**src/rtl/rtpd_pkg.sv**
```systemverilog
`default_nettype none
package rtpd_pkg;

    localparam int unsigned Q_DEPTH = 4;
    localparam int unsigned Q_PTR_W = $clog2(Q_DEPTH);
    localparam int unsigned Q_CNT_W = $clog2(Q_DEPTH + 1);

    // parser position within a packet
    localparam logic [3:0] POS_IDLE    = 4'd0;
    localparam logic [3:0] POS_HDR_END = 4'd11;
    localparam logic [3:0] POS_SKIP    = 4'd12;
    localparam logic [3:0] POS_NAL     = 4'd13;
    localparam logic [3:0] POS_FU      = 4'd14;
    localparam logic [3:0] POS_PAYLOAD = 4'd15;

    localparam logic [1:0] RTP_VERSION = 2'd2;
    localparam logic [4:0] FU_A_TYPE   = 5'd28;

    localparam logic [6:0] PT_RESET  = 7'd96;
    localparam logic [7:0] EXT_RESET = 8'd16;

    localparam logic CFG_PAYLOAD_TYPE = 1'b0;
    localparam logic CFG_EXT_SKIP     = 1'b1;

    localparam logic [2:0] ST_FRAME_DONE = 3'd0;
    localparam logic [2:0] ST_FRAME_CONT = 3'd1;
    localparam logic [2:0] ST_BAD_VER    = 3'd2;
    localparam logic [2:0] ST_BAD_TYPE   = 3'd3;
    localparam logic [2:0] ST_SEQ_GAP    = 3'd4;
    localparam logic [2:0] ST_SSRC_CHG   = 3'd5;
    localparam logic [2:0] ST_TOO_SHORT  = 3'd6;

    localparam logic KIND_BYTE   = 1'b0;
    localparam logic KIND_STATUS = 1'b1;

    localparam int unsigned START_CODE_LEN = 5;

    // work for the back end, produced by one input item
    typedef struct packed {
        logic        start;
        logic        data;
        logic        stat;
        logic [7:0]  byte_val;
        logic [2:0]  status;
        logic [31:0] pts;
        logic [4:0]  nal_type;
    } cmd_t;

endpackage
`default_nettype wire

```
**src/rtl/rtp_h264_depacketizer.sv**
```systemverilog
// RTP H.264 depacketizer: RTP packet bytes in, Annex B byte stream and
// per-packet status out (single NAL units and FU-A fragments).
// input channel: in_valid/in_stall with data_byte, first_byte, last_byte;
// one packet byte is taken per cycle while the 4-entry item queue has room.
// output channel: out_valid/out_stall; kind 0 carries a stream byte, kind 1
// a packet status; run_end marks the last result caused by one input byte.
// config: cfg_write with cfg_index 0 = payload type, 1 = extension skip length;
// the user writes these only while the block is idle, which it does not enforce.
// path: an accepted input byte's item is queued, then registered at the output.
// throughput: 1 input byte per cycle; the back end emits 1 result per cycle
// unless the receiver stalls, so a NAL start (start code + header, plus status
// on a last byte) gives up to 6 results; the queue holds off input as it drains.
// reset: parser idle, sequence/ssrc tracking cleared, queue and output
// register empty, config back to payload type 96 and skip length 16.
// receiver stall: the output register holds; the queue fills and then
// in_stall rises until results are taken again.
`default_nettype none
module rtp_h264_depacketizer
    import rtpd_pkg::*;
(
    input  wire logic        clk,
    input  wire logic        rst_n,
    input  wire logic        cfg_write,
    input  wire logic        cfg_index,
    input  wire logic [7:0]  cfg_data,
    input  wire logic        in_valid,
    output logic             in_stall,
    input  wire logic [7:0]  data_byte,
    input  wire logic        first_byte,
    input  wire logic        last_byte,
    output logic             out_valid,
    input  wire logic        out_stall,
    output logic             kind,
    output logic [7:0]       out_byte,
    output logic [2:0]       status,
    output logic [31:0]      frame_pts,
    output logic [4:0]       nal_type,
    output logic             run_end
);

    cmd_t               cmd;
    cmd_t               head;
    logic               push;
    logic               pop;
    logic               q_empty;
    logic               q_full;
    logic [Q_CNT_W-1:0] q_count;
    logic               in_accept;

    assign in_stall  = q_full;
    assign in_accept = in_valid && !in_stall;

    rtpd_front u_front (
        .clk        (clk),
        .rst_n      (rst_n),
        .cfg_write  (cfg_write),
        .cfg_index  (cfg_index),
        .cfg_data   (cfg_data),
        .in_accept  (in_accept),
        .data_byte  (data_byte),
        .first_byte (first_byte),
        .last_byte  (last_byte),
        .cmd        (cmd),
        .push       (push)
    );

    rtpd_fifo u_fifo (
        .clk      (clk),
        .rst_n    (rst_n),
        .push     (push),
        .push_cmd (cmd),
        .pop      (pop),
        .head     (head),
        .empty    (q_empty),
        .full     (q_full),
        .count    (q_count)
    );

    rtpd_back u_back (
        .clk       (clk),
        .rst_n     (rst_n),
        .head      (head),
        .empty     (q_empty),
        .pop       (pop),
        .out_valid (out_valid),
        .out_stall (out_stall),
        .kind      (kind),
        .out_byte  (out_byte),
        .status    (status),
        .frame_pts (frame_pts),
        .nal_type  (nal_type),
        .run_end   (run_end)
    );

    // a status result always closes the run of its item
    a_status_ends_run: assert property (@(posedge clk) disable iff (!rst_n)
        out_valid && kind == KIND_STATUS |-> run_end)
        else $error("status result without run_end");

    // status results carry no stream byte
    a_status_byte_zero: assert property (@(posedge clk) disable iff (!rst_n)
        out_valid && kind == KIND_STATUS |-> out_byte == 8'h00)
        else $error("status result with nonzero byte");

    // queue level rises by one on a push without a pop
    a_queue_level: assert property (@(posedge clk) disable iff (!rst_n)
        push && !pop |=> q_count == $past(q_count) + 1'b1)
        else $error("queue level mismatch");

    a_no_push_full: assert property (@(posedge clk) disable iff (!rst_n)
        push |-> !q_full)
        else $error("push into full queue");

endmodule
`default_nettype wire

```
**src/rtl/rtpd_front.sv**
```systemverilog
`default_nettype none
module rtpd_front
    import rtpd_pkg::*;
(
    input  wire logic       clk,
    input  wire logic       rst_n,
    input  wire logic       cfg_write,
    input  wire logic       cfg_index,
    input  wire logic [7:0] cfg_data,
    input  wire logic       in_accept,
    input  wire logic [7:0] data_byte,
    input  wire logic       first_byte,
    input  wire logic       last_byte,
    output cmd_t            cmd,
    output logic            push
);

    logic [6:0]  pt_reg;
    logic [7:0]  ext_reg;
    logic [3:0]  pos_reg, pos_next;
    logic [15:0] flags_reg, flags_next;
    logic [15:0] seq_reg, seq_next;
    logic [31:0] ts_reg, ts_next;
    logic [31:0] src_reg, src_next;
    logic [15:0] exp_reg, exp_next;
    logic [31:0] known_reg, known_next;
    logic [7:0]  skip_reg, skip_next;
    logic        rej_reg, rej_next;
    logic [2:0]  rcode_reg, rcode_next;
    logic [7:0]  frag_reg, frag_next;
    logic [31:0] cur_pts_reg, cur_pts_next;
    logic [4:0]  cur_type_reg, cur_type_next;

    logic [3:0]  pos_w;
    logic [15:0] exp_inc;
    logic [7:0]  hdr_w;
    logic [2:0]  st_w;

    always_comb
    begin
        pos_next      = pos_reg;
        flags_next    = flags_reg;
        seq_next      = seq_reg;
        ts_next       = ts_reg;
        src_next      = src_reg;
        exp_next      = exp_reg;
        known_next    = known_reg;
        skip_next     = skip_reg;
        rej_next      = rej_reg;
        rcode_next    = rcode_reg;
        frag_next     = frag_reg;
        cur_pts_next  = cur_pts_reg;
        cur_type_next = cur_type_reg;
        exp_inc       = exp_reg + 16'd1;
        pos_w         = first_byte ? POS_IDLE : pos_reg;
        hdr_w         = data_byte;
        st_w          = ST_FRAME_DONE;
        cmd           = '0;
        push          = 1'b0;

        if (in_accept && (first_byte || pos_reg != POS_IDLE))
        begin
            if (first_byte)
            begin
                rej_next   = 1'b0;
                rcode_next = ST_FRAME_DONE;
            end

            if (pos_w < POS_SKIP)
            begin
                priority if (pos_w == 4'd0)
                    flags_next = {data_byte, 8'h00};
                else if (pos_w == 4'd1)
                    flags_next = {flags_reg[15:8], data_byte};
                else if (pos_w < 4'd4)
                    seq_next = {seq_reg[7:0], data_byte};
                else if (pos_w < 4'd8)
                    ts_next = {ts_reg[23:0], data_byte};
                else
                    src_next = {src_reg[23:0], data_byte};
                pos_next = pos_w + 4'd1;

                if (pos_w == POS_HDR_END)
                begin
                    // header complete: checks in order version, type, sequence, source
                    rej_next   = 1'b0;
                    rcode_next = ST_FRAME_DONE;
                    priority if (flags_reg[15:14] != RTP_VERSION)
                    begin
                        rej_next   = 1'b1;
                        rcode_next = ST_BAD_VER;
                    end
                    else if (flags_reg[6:0] != pt_reg)
                    begin
                        rej_next   = 1'b1;
                        rcode_next = ST_BAD_TYPE;
                    end
                    else if (exp_reg == 16'd0 && known_reg == 32'd0)
                    begin
                        exp_next   = seq_reg;
                        known_next = src_next;
                    end
                    else if (seq_reg != exp_inc)
                    begin
                        exp_next      = seq_reg;
                        cur_pts_next  = 32'd0;
                        cur_type_next = 5'd0;
                        rej_next      = 1'b1;
                        rcode_next    = ST_SEQ_GAP;
                    end
                    else
                    begin
                        exp_next = exp_inc;
                        if (src_next != known_reg)
                        begin
                            known_next = src_next;
                            rej_next   = 1'b1;
                            rcode_next = ST_SSRC_CHG;
                        end
                    end

                    if (flags_reg[12] && ext_reg != 8'd0)
                    begin
                        skip_next = ext_reg;
                        pos_next  = POS_SKIP;
                    end
                    else
                    begin
                        skip_next = 8'd0;
                        pos_next  = POS_NAL;
                    end
                end
            end
            else if (!rej_next)
            begin
                unique case (pos_w)
                    POS_SKIP:
                    begin
                        skip_next = skip_reg - 8'd1;
                        if (skip_next == 8'd0)
                            pos_next = POS_NAL;
                    end
                    POS_NAL:
                    begin
                        frag_next = data_byte;
                        if (data_byte[4:0] == FU_A_TYPE)
                            pos_next = POS_FU;
                        else
                        begin
                            cmd.start = 1'b1;
                            pos_next  = POS_PAYLOAD;
                        end
                    end
                    POS_FU:
                    begin
                        hdr_w = {frag_reg[7:5], data_byte[4:0]};
                        cmd.start = data_byte[7];
                        pos_next  = POS_PAYLOAD;
                    end
                    default:
                    begin
                        cmd.data = 1'b1;
                    end
                endcase
            end

            if (cmd.start)
            begin
                cur_pts_next  = ts_reg;
                cur_type_next = hdr_w[4:0];
            end
            cmd.byte_val = hdr_w;

            if (last_byte)
            begin
                priority if (pos_next >= POS_SKIP && rej_next)
                    st_w = rcode_next;
                else if (pos_next != POS_PAYLOAD)
                    st_w = ST_TOO_SHORT;
                else if (flags_next[7])
                    st_w = ST_FRAME_DONE;
                else
                    st_w = ST_FRAME_CONT;
                cmd.stat   = 1'b1;
                cmd.status = st_w;
                pos_next   = POS_IDLE;
                rej_next   = 1'b0;
                rcode_next = ST_FRAME_DONE;
                skip_next  = 8'd0;
            end

            // results of this item report the frame state before an end-of-frame clear
            cmd.pts      = cur_pts_next;
            cmd.nal_type = cur_type_next;
            if (last_byte && st_w == ST_FRAME_DONE)
            begin
                cur_pts_next  = 32'd0;
                cur_type_next = 5'd0;
            end
            push = cmd.start | cmd.data | cmd.stat;
        end
    end

    always_ff @(posedge clk or negedge rst_n)
    begin
        if (!rst_n)
        begin
            pt_reg       <= PT_RESET;
            ext_reg      <= EXT_RESET;
            pos_reg      <= POS_IDLE;
            flags_reg    <= '0;
            seq_reg      <= '0;
            ts_reg       <= '0;
            src_reg      <= '0;
            exp_reg      <= '0;
            known_reg    <= '0;
            skip_reg     <= '0;
            rej_reg      <= 1'b0;
            rcode_reg    <= ST_FRAME_DONE;
            frag_reg     <= '0;
            cur_pts_reg  <= '0;
            cur_type_reg <= '0;
        end
        else
        begin
            if (cfg_write && cfg_index == CFG_PAYLOAD_TYPE)
                pt_reg <= cfg_data[6:0];
            if (cfg_write && cfg_index == CFG_EXT_SKIP)
                ext_reg <= cfg_data;
            pos_reg      <= pos_next;
            flags_reg    <= flags_next;
            seq_reg      <= seq_next;
            ts_reg       <= ts_next;
            src_reg      <= src_next;
            exp_reg      <= exp_next;
            known_reg    <= known_next;
            skip_reg     <= skip_next;
            rej_reg      <= rej_next;
            rcode_reg    <= rcode_next;
            frag_reg     <= frag_next;
            cur_pts_reg  <= cur_pts_next;
            cur_type_reg <= cur_type_next;
        end
    end

endmodule
`default_nettype wire

```
**src/rtl/rtpd_fifo.sv**
```systemverilog
`default_nettype none
module rtpd_fifo
    import rtpd_pkg::*;
(
    input  wire logic         clk,
    input  wire logic         rst_n,
    input  wire logic         push,
    input  wire cmd_t         push_cmd,
    input  wire logic         pop,
    output cmd_t              head,
    output logic              empty,
    output logic              full,
    output logic [Q_CNT_W-1:0] count
);

    cmd_t                 mem [Q_DEPTH];
    logic [Q_PTR_W-1:0]   wr_ptr_reg, wr_ptr_next;
    logic [Q_PTR_W-1:0]   rd_ptr_reg, rd_ptr_next;
    logic [Q_CNT_W-1:0]   count_reg, count_next;

    assign head  = mem[rd_ptr_reg];
    assign empty = count_reg == '0;
    assign full  = count_reg == Q_CNT_W'(Q_DEPTH);
    assign count = count_reg;

    always_comb
    begin
        wr_ptr_next = push ? wr_ptr_reg + 1'b1 : wr_ptr_reg;
        rd_ptr_next = pop ? rd_ptr_reg + 1'b1 : rd_ptr_reg;
        count_next  = count_reg + Q_CNT_W'(push) - Q_CNT_W'(pop);
    end

    always_ff @(posedge clk)
    begin
        if (push)
            mem[wr_ptr_reg] <= push_cmd;
    end

    always_ff @(posedge clk or negedge rst_n)
    begin
        if (!rst_n)
        begin
            wr_ptr_reg <= '0;
            rd_ptr_reg <= '0;
            count_reg  <= '0;
        end
        else
        begin
            wr_ptr_reg <= wr_ptr_next;
            rd_ptr_reg <= rd_ptr_next;
            count_reg  <= count_next;
        end
    end

endmodule
`default_nettype wire

```
**src/rtl/rtpd_back.sv**
```systemverilog
`default_nettype none
module rtpd_back
    import rtpd_pkg::*;
(
    input  wire logic        clk,
    input  wire logic        rst_n,
    input  wire cmd_t        head,
    input  wire logic        empty,
    output logic             pop,
    output logic             out_valid,
    input  wire logic        out_stall,
    output logic             kind,
    output logic [7:0]       out_byte,
    output logic [2:0]       status,
    output logic [31:0]      frame_pts,
    output logic [4:0]       nal_type,
    output logic             run_end
);

    logic [2:0]  idx_reg, idx_next;
    logic        valid_reg, valid_next;
    logic        kind_reg, kind_next;
    logic [7:0]  byte_reg, byte_next;
    logic [2:0]  status_reg, status_next;
    logic [31:0] pts_reg, pts_next;
    logic [4:0]  type_reg, type_next;
    logic        end_reg, end_next;

    logic [2:0]  n_res;
    logic        advance;
    logic        is_last;

    assign advance = !valid_reg || !out_stall;

    always_comb
    begin
        n_res = (head.start ? 3'(START_CODE_LEN) : 3'd0) + 3'(head.data) + 3'(head.stat);
        is_last = idx_reg == n_res - 3'd1;

        idx_next    = idx_reg;
        valid_next  = valid_reg;
        kind_next   = kind_reg;
        byte_next   = byte_reg;
        status_next = status_reg;
        pts_next    = pts_reg;
        type_next   = type_reg;
        end_next    = end_reg;
        pop         = 1'b0;

        if (advance)
        begin
            valid_next = !empty;
            if (!empty)
            begin
                // status is always the final result of an item
                kind_next   = (is_last && head.stat) ? KIND_STATUS : KIND_BYTE;
                status_next = (is_last && head.stat) ? head.status : ST_FRAME_DONE;
                if (is_last && head.stat)
                    byte_next = 8'h00;
                else if (head.start && idx_reg < 3'd3)
                    byte_next = 8'h00;
                else if (head.start && idx_reg == 3'd3)
                    byte_next = 8'h01;
                else
                    byte_next = head.byte_val;
                pts_next  = head.pts;
                type_next = head.nal_type;
                end_next  = is_last;
                if (is_last)
                begin
                    pop      = 1'b1;
                    idx_next = 3'd0;
                end
                else
                    idx_next = idx_reg + 3'd1;
            end
        end
    end

    always_ff @(posedge clk or negedge rst_n)
    begin
        if (!rst_n)
        begin
            idx_reg   <= 3'd0;
            valid_reg <= 1'b0;
        end
        else
        begin
            idx_reg   <= idx_next;
            valid_reg <= valid_next;
        end
    end

    always_ff @(posedge clk)
    begin
        kind_reg   <= kind_next;
        byte_reg   <= byte_next;
        status_reg <= status_next;
        pts_reg    <= pts_next;
        type_reg   <= type_next;
        end_reg    <= end_next;
    end

    assign out_valid = valid_reg;
    assign kind      = kind_reg;
    assign out_byte  = byte_reg;
    assign status    = status_reg;
    assign frame_pts = pts_reg;
    assign nal_type  = type_reg;
    assign run_end   = end_reg;

endmodule
`default_nettype wire

```
**config.mk**
```make
export PLATFORM = sky130hd
export DESIGN_NAME = rtp_h264_depacketizer
export DESIGN_NICKNAME = d
export VERILOG_FILES = /design/src/rtl/rtpd_pkg.sv /design/src/rtl/rtp_h264_depacketizer.sv /design/src/rtl/rtpd_front.sv /design/src/rtl/rtpd_fifo.sv /design/src/rtl/rtpd_back.sv
export SDC_FILE = /design/constraint.sdc
export NUM_CORES = 1
export LEC_CHECK = 0
export ABC_AREA = 1
export BUFFER_PORTS_ARGS = -buffer_cell sky130_fd_sc_hd__buf_2
export CAP_MARGIN = 20
export CORE_MARGIN = 2
export CORE_UTILIZATION = 55
export CTS_CLUSTER_SIZE = 28
export DETAILED_ROUTE_END_ITERATION = 8
export PLACE_DENSITY = 0.72
export RECOVER_POWER = 100
export SLEW_MARGIN = 20
export SYNTH_ARGS = -nofsm -noshare
export SYNTH_HDL_FRONTEND = slang
export SYNTH_SLANG_ARGS = --single-unit
```
**constraint.sdc**
```tcl
create_clock -name clk -period 12.2 [get_ports clk]
set_clock_uncertainty 0.1 [all_clocks]
set_input_delay 0.61 -clock clk [delete_from_list [all_inputs] [get_ports clk]]
set_output_delay 0.61 -clock clk [all_outputs]
set_load 0.02 [all_outputs]
```
* After elaboration in Yosys (flattened, before gate mapping)
Memories as Yosys holds them, arrays and structs flattened. Cells that the tools add are included.
Storage, ports and cells: output and inout port bits 52, input port bits 24, logic and storage cells 211, memories kept 1, bits in writable memories 204, bits in registers 281
Cells by class: bitwise gates (word level) 11, add/subtract/negate cells 11, order comparisons 5, muxes and demuxes 94, reduce and logical (&&, ||, !) cells 40, equal/unequal tests 20
Memory list:
- u_fifo.mem | depth 4, bits a word 51, rd ports 1, clocked after memory_dff 0, wr ports 1, line rtpd_fifo.sv:16 | cmd_t mem [Q_DEPTH];
Operators by type and width (number):
- $mux W32 | 17
- $mux W16 | 5
- $mux W8 | 10
- $mux W51 | 1
- $mux W3 | 15
- $mux W5 | 8
- $logic_not A32 Y1 | 1
- $ne A32 B32 Y1 | 1
- $mux W4 | 7
- $mux W1 | 26
- $add A16 B1 Y16 const B | 1
- $eq A4 B4 Y1 const B | 4
- $logic_not A16 Y1 | 1
- $ne A16 B16 Y1 | 1
- $pmux W4 S3 | 1
- $logic_and A1 B1 Y1 | 11
- $reduce_and A5 Y1 | 2
- $add A3 B1 Y3 | 3
- $not A1 Y1 | 9
- $logic_not A8 Y1 | 1
- $lt A4 B4 Y1 const B | 2
- $reduce_and A4 Y1 | 2
- $reduce_bool A8 Y1 | 1
- $sub A8 B1 Y8 const B | 1
- other kinds (35) | 50

* Longest topological paths before layout
depth in word-level cells 24, gate-level depth with buffers 25, depth with buffers taken out 23

* Modules after synthesis
Synthesis repeated with hierarchy kept, for this count alone.
Unflattened totals: cells, all modules 2673, area total of the unflattened synthesis 23197.2 um^2
Modules (own cells, without submodules):
- rtpd_front | times used 1, seq. area each 5258.8 um^2, area each 12205.5 um^2, cells an instance 1700
- rtpd_fifo | times used 1, seq. area each 6301.0 um^2, area each 9002.4 um^2, cells an instance 846
- rtpd_back | times used 1, seq. area each 1601.5 um^2, area each 1979.4 um^2, cells an instance 125
- rtp_h264_depacketizer | times used 1, seq. area each 0.0 um^2, area each 10.0 um^2, cells an instance 2

* Worst setup path before layout
No wires, ideal clock.
path type input to register, start point input out_stall, end point register u_fifo.count_reg[2] (netlist: u_fifo.count[2]), setup slack 7.502 ns, stages 11, arrival 4.475 ns, library setup time 0.123 ns, buffers on the path 0, required time 11.977 ns, cells stage by stage nand2_1 inv_1 nor2_1 inv_1 nor2_1 ha_1 inv_1 ha_1 inv_1 fa_1 xnor2_1
On the way: longest elaborated chain between the ends 4
Ends and longest elaborated chain:
- from (decl) | line rtp_h264_depacketizer.sv:32 | input wire logic out_stall,
- $logic_not A1 Y1 | line rtpd_back.sv:33 | assign advance = !valid_reg || !out_stall;
- $logic_or A1 B1 Y1 | line rtpd_back.sv:33
- $mux W1 | line rtpd_back.sv:50 | if (advance)
- via pop | line rtp_h264_depacketizer.sv:44 | logic pop;
- $sub A3 B1 Y3 | line rtpd_fifo.sv:30 | count_next = count_reg + Q_CNT_W'(push) - Q_CNT_W'(pop);
- via u_fifo.count_next[2] | line rtpd_fifo.sv:19 | logic [Q_CNT_W-1:0] count_reg, count_next;
- to (signal assigned) | line rtpd_fifo.sv:51 | count_reg <= count_next;
- to (decl) | line rtpd_fifo.sv:19
The timed path passes the listed nets, and every way through them passes these cells. A chain may end at the register's enable or synchronous reset.

==> flow_summary_export.csv <==
group,metric,value,unit
synth,avgSynthCellArea,9.672,um^2
synth,yosys.area_share.xor_xnor,1.457,%
timing,max-slew-margin-rel,-259.6,%
setup_path,crit_arrival,7620,ps
place,port_buffers,75,
setup_path,required,12410,ps
timing,timing.final.ws_setup,4789,ps
synth,synth_compound_gate_area_share,10.83,%
min_path,hold_depth,3,
global_route,grt_use_total,24.25,%
setup_path,endpoint_kind,"register",
detailed_routing,ant_nets,0,
setup_path,worstSetupStartpointType,"register",
clock_network,cts-root-buf,"clkbuf_16",
synth,synth_fp_nets,2220,
synth,yosysSeqAreaShare,62.54,%
synth,yosys_register_bits,475,
run,drv_cap,8,
min_path,min_path_type,"primary input to register",
final_layout,largest_register_ff_count,204,
timing,drv_slew,551,
final_layout,num-nets-final,2268,
synth,syn-cell-area,0.02105,mm^2
global_route,grt_pass1_wl,75800,um
power,powerDensity,215.3,mW/mm^2
final_layout,design_area,0.02319,mm^2
clock_network,numCtsBuffers,48,
power,vdd_ir_drop_max,119.3,uV
clock_network,cts_buffer_depth,3,
setup_path,critical_path_class,"register to register",
place,dp_hpwl,30000,um
place,place.gp.congestion,0.9036,
synth,synthMuxAreaShare,0.7729,%
synth,yosysUniqueCellTypes,43,
synth,synth_ff_type,"edfxtp_1",
final_layout,final_cell_mix,"nand2_1, o21ai_0, edfxtp_1, nor2_1, dfrtp_1",
clock_network,post_cts_resized,0,
detailed_routing,drc,0,
place,place_area,0.02179,mm^2
timing,rsz0062_at_grt,"false",
die,die_area,0.03984,mm^2
final_layout,fill_cells,3147,
detailed_routing,dr.pass1.iters,5,
timing,fmax,134.9,MHz
final_layout,drive_gt1_share,6.587,%
clock_network,cts_sinks,475,
clock_network,htree_num_levels,2,
detailed_routing,wirelength,47370,um
synth,synth-adder-area-share,1.225,%
timing,final_hold_viol_count,0,
detailed_routing,first_iter_violations,1237,
global_route,grt_pass1_vias,14780,
timing,period_share,60.75,%
synth,synth_top_area_cell,"edfxtp_1",
outcome,violations,"max-capacitance violations, max-slew violations",
synth,synth_top_family_by_area,"simple AND/OR/NAND/NOR gates",
synth,yosys_warnings,0,
global_route,antenna_found_initial,1,
die,initial_utilization,55.87,%
timing,worst_pin_slew,5394,ps
clock_network,clk_pin_slew_worst_paths,60,ps
synth,async_reset_ff_share,46.53,%
die,rows,71,
timing,post-route-min-period,7411,ps
place,post-place-ws,7207,ps
setup_path,rr_worst_depth,12,
final_layout,layout_commonest_cell,"nand2_1",
synth,synth.area.top_cells,"edfxtp_1, dfrtp_1, nand2_1",
die,core_area,0.03767,mm^2
synth,netlist_instances,2176,
die,boundaryPins,76,
setup_path,critPathMaxFanout,81,
final_layout,syn_to_final_growth,10.20,%
synth,yosys.area_share.simple,17.46,%
clock_network,cts_tree,"done",
timing,tns,0,ps
global_route,grt_max_degree,105,
synth,synth-edff-count,254,
clock_network,clk_latency,590,ps
final_layout,diodes,0,
detailed_routing,vias,15310,
outcome,outcome,"finished with violations",
power,power.leakage,9.750,nW
detailed_routing,routedWlPerCell,17.08,um
detailed_routing,vias_per_cell,5.520,
timing,holdWs,157.0,ps
timing,setup_viol,0,
die,die_h,199.6,um
die,die_x,199.6,um
global_route,grt_overflow_total,0,
final_layout,regMostFlops,"u_fifo.mem",
synth,yosys.area.top_type_share,36.24,%
-- power by group --
group          total, mW  switching, mW  leakage [nW]  internal, mW
Combinational       1.37          0.961          3.72         0.410
Clock               1.41          0.625         0.734         0.783
Sequential          2.21          0.155          5.30          2.06
Total               4.99           1.74          9.75          3.25
-- cells in the mapped netlist, types with 2 or more instances --
library cell / n
buf_4: 2
nor4_1: 11
nand2_1: 525
clkbuf_1: 73
inv_1: 199
xnor2_1: 7
a31oi_1: 3
buf_1: 6
o21a_1: 5
nand4_1: 22
dfstp_2: 3
nor2_2: 2
mux2i_1: 5
buf_2: 6
dfrtp_1: 218
or2_2: 2
edfxtp_1: 254
nand3_1: 99
o21ai_1: 10
xor2_1: 28
a21oi_1: 45
inv_2: 4
o21ai_0: 288
buf_6: 8
mux2_2: 10
ha_1: 19
nor2_1: 232
o22ai_1: 49
nor3_1: 10
o21ai_2: 18
-- cell families (layout without fill, tap and decap cells) --
kind of cell    count (synthesis)  after routing
xor+xnor                       35             35
fa+ha+maj                      20             20
compound gates                423            423
mux                            15             15
flops                         475            475
buf+inv                       300            386
simple gates                  908            908
-- worst max-delay path, stage by stage (launching register included) --
cell      delay (ps)
dfrtp_1          380
nand2_1         1500
nor2_1          1490
inv_1            570
nor2_1           310
clkinv_1         150
nor2_1           140
o21ai_2           70
buf_4            270
nor2_1           190
clkbuf_1        1350
nand2_1          220
o21ai_0          370
-- final timing paths --
check / start / endpoint / slack [ps]
setup / recovery: u_front.pos_reg[3] / u_fifo.mem[3][31] / 4790
hold / removal: out_stall / u_back.out_valid / 160
setup reg to reg: u_front.pos_reg[3] / u_fifo.mem[3][31] / 4790
hold reg to reg: u_front.cur_pts_reg[8] / u_front.cur_pts_reg[8] / 380
max in group asynchronous: rst_n / u_fifo.rd_ptr_reg[0] / 6160
min in group asynchronous: rst_n / u_front.known_reg[30] / 2440
-- final cells by class --
type,count,area [um^2],area share (%)
Sequential cell,475,13160,56.75
Multi-Input combinational cell,1401,6684,28.82
Clock buffer,61,1301,5.611
Inverter,205,772.0,3.329
Tap cell,511,639.4,2.757
Timing Repair Buffer,93,424.2,1.829
Clock inverter,27,209.0,0.9009
-- per-layer routing --
metal | wire length (um) | track usage, % | vias up | part of all wire, %
met5 | 13 | 0 | - | 0.027
met1 | 20230 | 32.54 | 7419 | 43
met3 | 2613 | 3.207 | 71 | 5.5
met4 | 1002 | 6.941 | 2 | 2.1
met2 | 23520 | 41.58 | 440 | 50
li1 | - | - | 7375 | -
-- stage by stage --
step	power [mW]	cells	util, %
floorplan	3.195	2176	-
global placement	3.578	2683	57.85
detailed placement	3.635	2683	57.85
CTS	5.050	2772	61.88
global route	5.294	2773	61.57
finish	4.994	2773	61.57
-- what timing repair did --
item,in CTS,in global routing
buffers inserted,0,0
hold buffers,1,0
endpoints found under the hold margin,52,0
No activity file was read; power rests on OpenSTA's default activity.
